===== config.mk =====
export PLATFORM = sky130hd
export DESIGN_NAME = dcm_ram
export DESIGN_NICKNAME = d
export VERILOG_FILES = /design/src/rtl/dcm_ram.sv
export SDC_FILE = /design/constraint.sdc
export NUM_CORES = 1
export LEC_CHECK = 0
export BUFFER_PORTS_ARGS = -buffer_cell sky130_fd_sc_hd__buf_2
export CORE_MARGIN = 2
export CORE_UTILIZATION = 65
export DETAILED_ROUTE_END_ITERATION = 12
export PLACE_DENSITY = 0.84
export SLEW_MARGIN = 10
export SYNTH_ARGS = -nofsm -noshare
export SYNTH_HDL_FRONTEND = slang
export SYNTH_SLANG_ARGS = --single-unit
export TNS_END_PERCENT = 50

===== constraint.sdc =====
create_clock -name clk_i -period 4.8 [get_ports clk_i]
set_clock_uncertainty 0.05 [all_clocks]
set_input_delay 1.44 -clock clk_i [delete_from_list [all_inputs] [get_ports clk_i]]
set_output_delay 1.44 -clock clk_i [all_outputs]
set_load 0.1 [all_outputs]

===== src/rtl/dcm_ram.sv =====
// Generic simple dual-port RAM: one write port, one read port with registered data.
// No dependencies.

module dcm_ram #(
  parameter int WIDTH  = 8,
  parameter int DEPTH  = 16,
  parameter int ADDR_W = $clog2(DEPTH)
) (
  input  logic              clk_i,
  input  logic              we_i,
  input  logic [ADDR_W-1:0] waddr_i,
  input  logic [WIDTH-1:0]  wdata_i,
  input  logic              re_i,
  input  logic [ADDR_W-1:0] raddr_i,
  output logic [WIDTH-1:0]  rdata_o
);

  logic [WIDTH-1:0] mem_q [DEPTH];
  logic [WIDTH-1:0] rdata_q;

  // Read returns the old word on a same-address write
  always_ff @(posedge clk_i) begin
    if (we_i) begin
      mem_q[waddr_i] <= wdata_i;
    end
    if (re_i) begin
      rdata_q <= mem_q[raddr_i];
    end
  end

  assign rdata_o = rdata_q;

endmodule


==> flow_metrics.env <==
export IMPL_status="finished, final reports clean"
export IMPL_worstPathArrival_ns=3.24
export IMPL_yosys_area_top_type_share_pct=78.12
export IMPL_worstMarginPinSlew_ns=1.170
export IMPL_critical_path_required_ns=5.02
export IMPL_port_buffers=26
export IMPL_post_route_drc_count=0
export IMPL_synth_warnings=0
export IMPL_grt_max_degree=33
export IMPL_initial_utilization_pct=67.30
export IMPL_synth_nets=248
export IMPL_first_pass_iters=5
export IMPL_critPathLaunchType="primary input"
export IMPL_hold_path_class="register to register"
export IMPL_crit_slowest_cell="buf_2"
export IMPL_htreeDepth=4
export IMPL_crit_type="primary input to register"
export IMPL_critPathTopFamily="buffers and inverters"
export IMPL_seq_area_mm2=0.004084
export IMPL_syn_inst=229
export IMPL_die_area_mm2=0.008776
export IMPL_cts_root_buffer="clkbuf_8"
export IMPL_avgSynthCellArea_um2=22.83
export IMPL_routed_via_density=6.846
export IMPL_dp_cells=351
export IMPL_crit_path_max_fanout=32
export IMPL_period_needed_ns=3.016
export IMPL_cts_resized=0
export IMPL_ys_seq_area_share_pct=78.12
export IMPL_crit_chain="buf_2, mux4_1, a22oi_1, nand2_1"
export IMPL_setup_viol=0
export IMPL_multi_input_area_mm2=0.001067
export IMPL_clock_sinks=136
export IMPL_whs_ns=0.7043
export IMPL_nFillCells=391
export IMPL_numCtsBuffers=17
export IMPL_antenna_found_initial=1
export IMPL_die_w_um=93.68
export IMPL_timing_final_crit_share_pct=62.84
export IMPL_syn_area_mm2=0.005228
export IMPL_grt_setup_unrepaired="no"
export IMPL_insertion_delay_ns=0.53
export IMPL_grt_pass1_vias=2574
export IMPL_num_rows=32
export IMPL_p_per_area_mw_per_mm2=460.3
export IMPL_synth_cell_types=18
export IMPL_coreArea_mm2=0.007767
export IMPL_max_freq_mhz=331.5
export IMPL_end_kind="register"
export IMPL_grt_pass1_wl_mm=16.01
export IMPL_ios=27
export IMPL_overflow=0
export IMPL_fin_setup_tns_ns=0
export IMPL_post_place_ws_ns=1.240
export IMPL_leakagePower_nw=2.001
export IMPL_max_cap_violations=0
export IMPL_tritoncts="built"
export IMPL_finalMaxSlewViolations=0
export IMPL_die_y_um=93.68
export IMPL_cts_hold_buf=0
export IMPL_drive_gt1_share_pct=28.11
export IMPL_place_hpwl_mm=5.825
export IMPL_finalNonFillerCells=384
export IMPL_worst_path_buf_inv=1
export IMPL_drt_iter0_drc=321
export IMPL_ys_ff_latch=136
export IMPL_area_growth_pct=15.13
export IMPL_ant_nets=0
export IMPL_slowest_delay_ns=0.73
export IMPL_synth_top_cell_by_area="edfxtp_1"
export IMPL_ir_drop_v=0.0003213
export IMPL_slew_headroom_pct=21.74
export IMPL_hold_viol_final=0
export IMPL_grt_use_total_pct=28.01
export IMPL_clkTransAtPathRegs_ns=0.06
export IMPL_nets=287
export IMPL_fin_ws_ns=1.784
export IMPL_gp_congestion=0.7312
export IMPL_wl_per_cell_um=29.07
export IMPL_wl_mm=11.16
export IMPL_cts_buffer_depth=2
export IMPL_synth_area_leaders="edfxtp_1 (78%), mux4_2 (7.8%), mux4_1 (7.0%)"
export IMPL_cts_setup_buffers=0
export IMPL_final_util_pct=77.48
export IMPL_vias=2629
==> tightest hold or removal path, stage by stage, from the launching register on <==
cell and delay, ns:
edfxtp_1 0.32, mux4_2 0.22, a22oi_1 0.05, nand2_1 0.06
==> area by class of cell <==
| type | instances | area share [%] |
|---|---|---|
| clock inverter | 13 | 2.578 |
| tap | 102 | 2.121 |
| multi-input combinational | 83 | 17.73 |
| clock buffer | 19 | 7.006 |
| sequential | 136 | 67.86 |
| antenna | 1 | 0.04158 |
| timing repair buffer | 30 | 2.661 |
==> final timing paths <==
| kind | to | depth (start not counted) | startpoint | slack (ns) |
|---|---|---|---|---|
| worst max-delay path | rdata_o[1]$_DFFE_PP_ | 4 | raddr_i[0] | 1.78 |
| worst min-delay path | rdata_o[0]$_DFFE_PP_ | 3 | mem_q[12][0]$_DFFE_PP_ | 0.70 |
| worst max register to register | rdata_o[1]$_DFFE_PP_ | 3 | mem_q[1][1]$_DFFE_PP_ | 3.23 |
| worst min register to register | rdata_o[0]$_DFFE_PP_ | 3 | mem_q[12][0]$_DFFE_PP_ | 0.70 |
==> per-stage QoR <==
step                power, W  area, um2
finish              0.002770       6018
global route        0.002832       6016
CTS                 0.002776       6016
detailed placement  0.001527       5439
global placement    0.001521       5439
floorplan           0.001478       5228
==> metal layers <==
layer  track usage [%]  share of wire (%)  vias up
met4             12.20                2.4        0
met2             41.37                 49      201
met3             8.427                 11       33
met5                 0                  0        -
met1             39.85                 37     1334
li1                  -                  -     1061
==> cells in the final DEF (no fill, tap or decap), drive strengths merged <==
cell type  netlist  layout
a22oi           16      16
and2             1       1
and2b            1       1
buf              7      30
bufinv           0       3
clkbuf           0      19
clkinv           0       6
clkinvlp         0       4
diode            0       1
edfxtp         136     136
mux4            32      32
nand2            9       9
nand2b           2       2
nand3            1       1
nand3b           2       2
nor2            13      13
nor2b            1       1
nor3             4       4
or3b             1       1
==> synthesized netlist by cell type, drive strengths merged <==
cell,instances
a22oi,16
and2,1
and2b,1
buf,7
clkdlybuf4s25,3
edfxtp,136
mux4,32
nand2,9
nand2b,2
nand3,1
nand3b,2
nor2,13
nor2b,1
nor3,4
or3b,1
==> report_power, final <==
group | internal [W] | leakage [nW] | total [W] | switching, W
clock network | 0.000786 | 0.269 | 0.00126 | 0.000477
logic | 0.0000475 | 0.496 | 0.000159 | 0.000111
registers | 0.00134 | 1.24 | 0.00135 | 0.00000917
==> registers in the layout, indices dropped and copies added (netlist names) <==
signal / flops
mem_q: 128
rdata_o: 8
==> logic make-up (layout without fill, tap and decap cells) <==
group	Yosys count	after routing	share of synthesized area [%]
buffers and inverters	10	62	1.651
multiplexers	32	32	14.79
flip-flops	136	136	78.12
other	0	1	0
AO/OA/AOI/OAI	16	16	2.298
AND/OR/NAND/NOR	35	35	3.136
(Power assumes the default switching activity.)
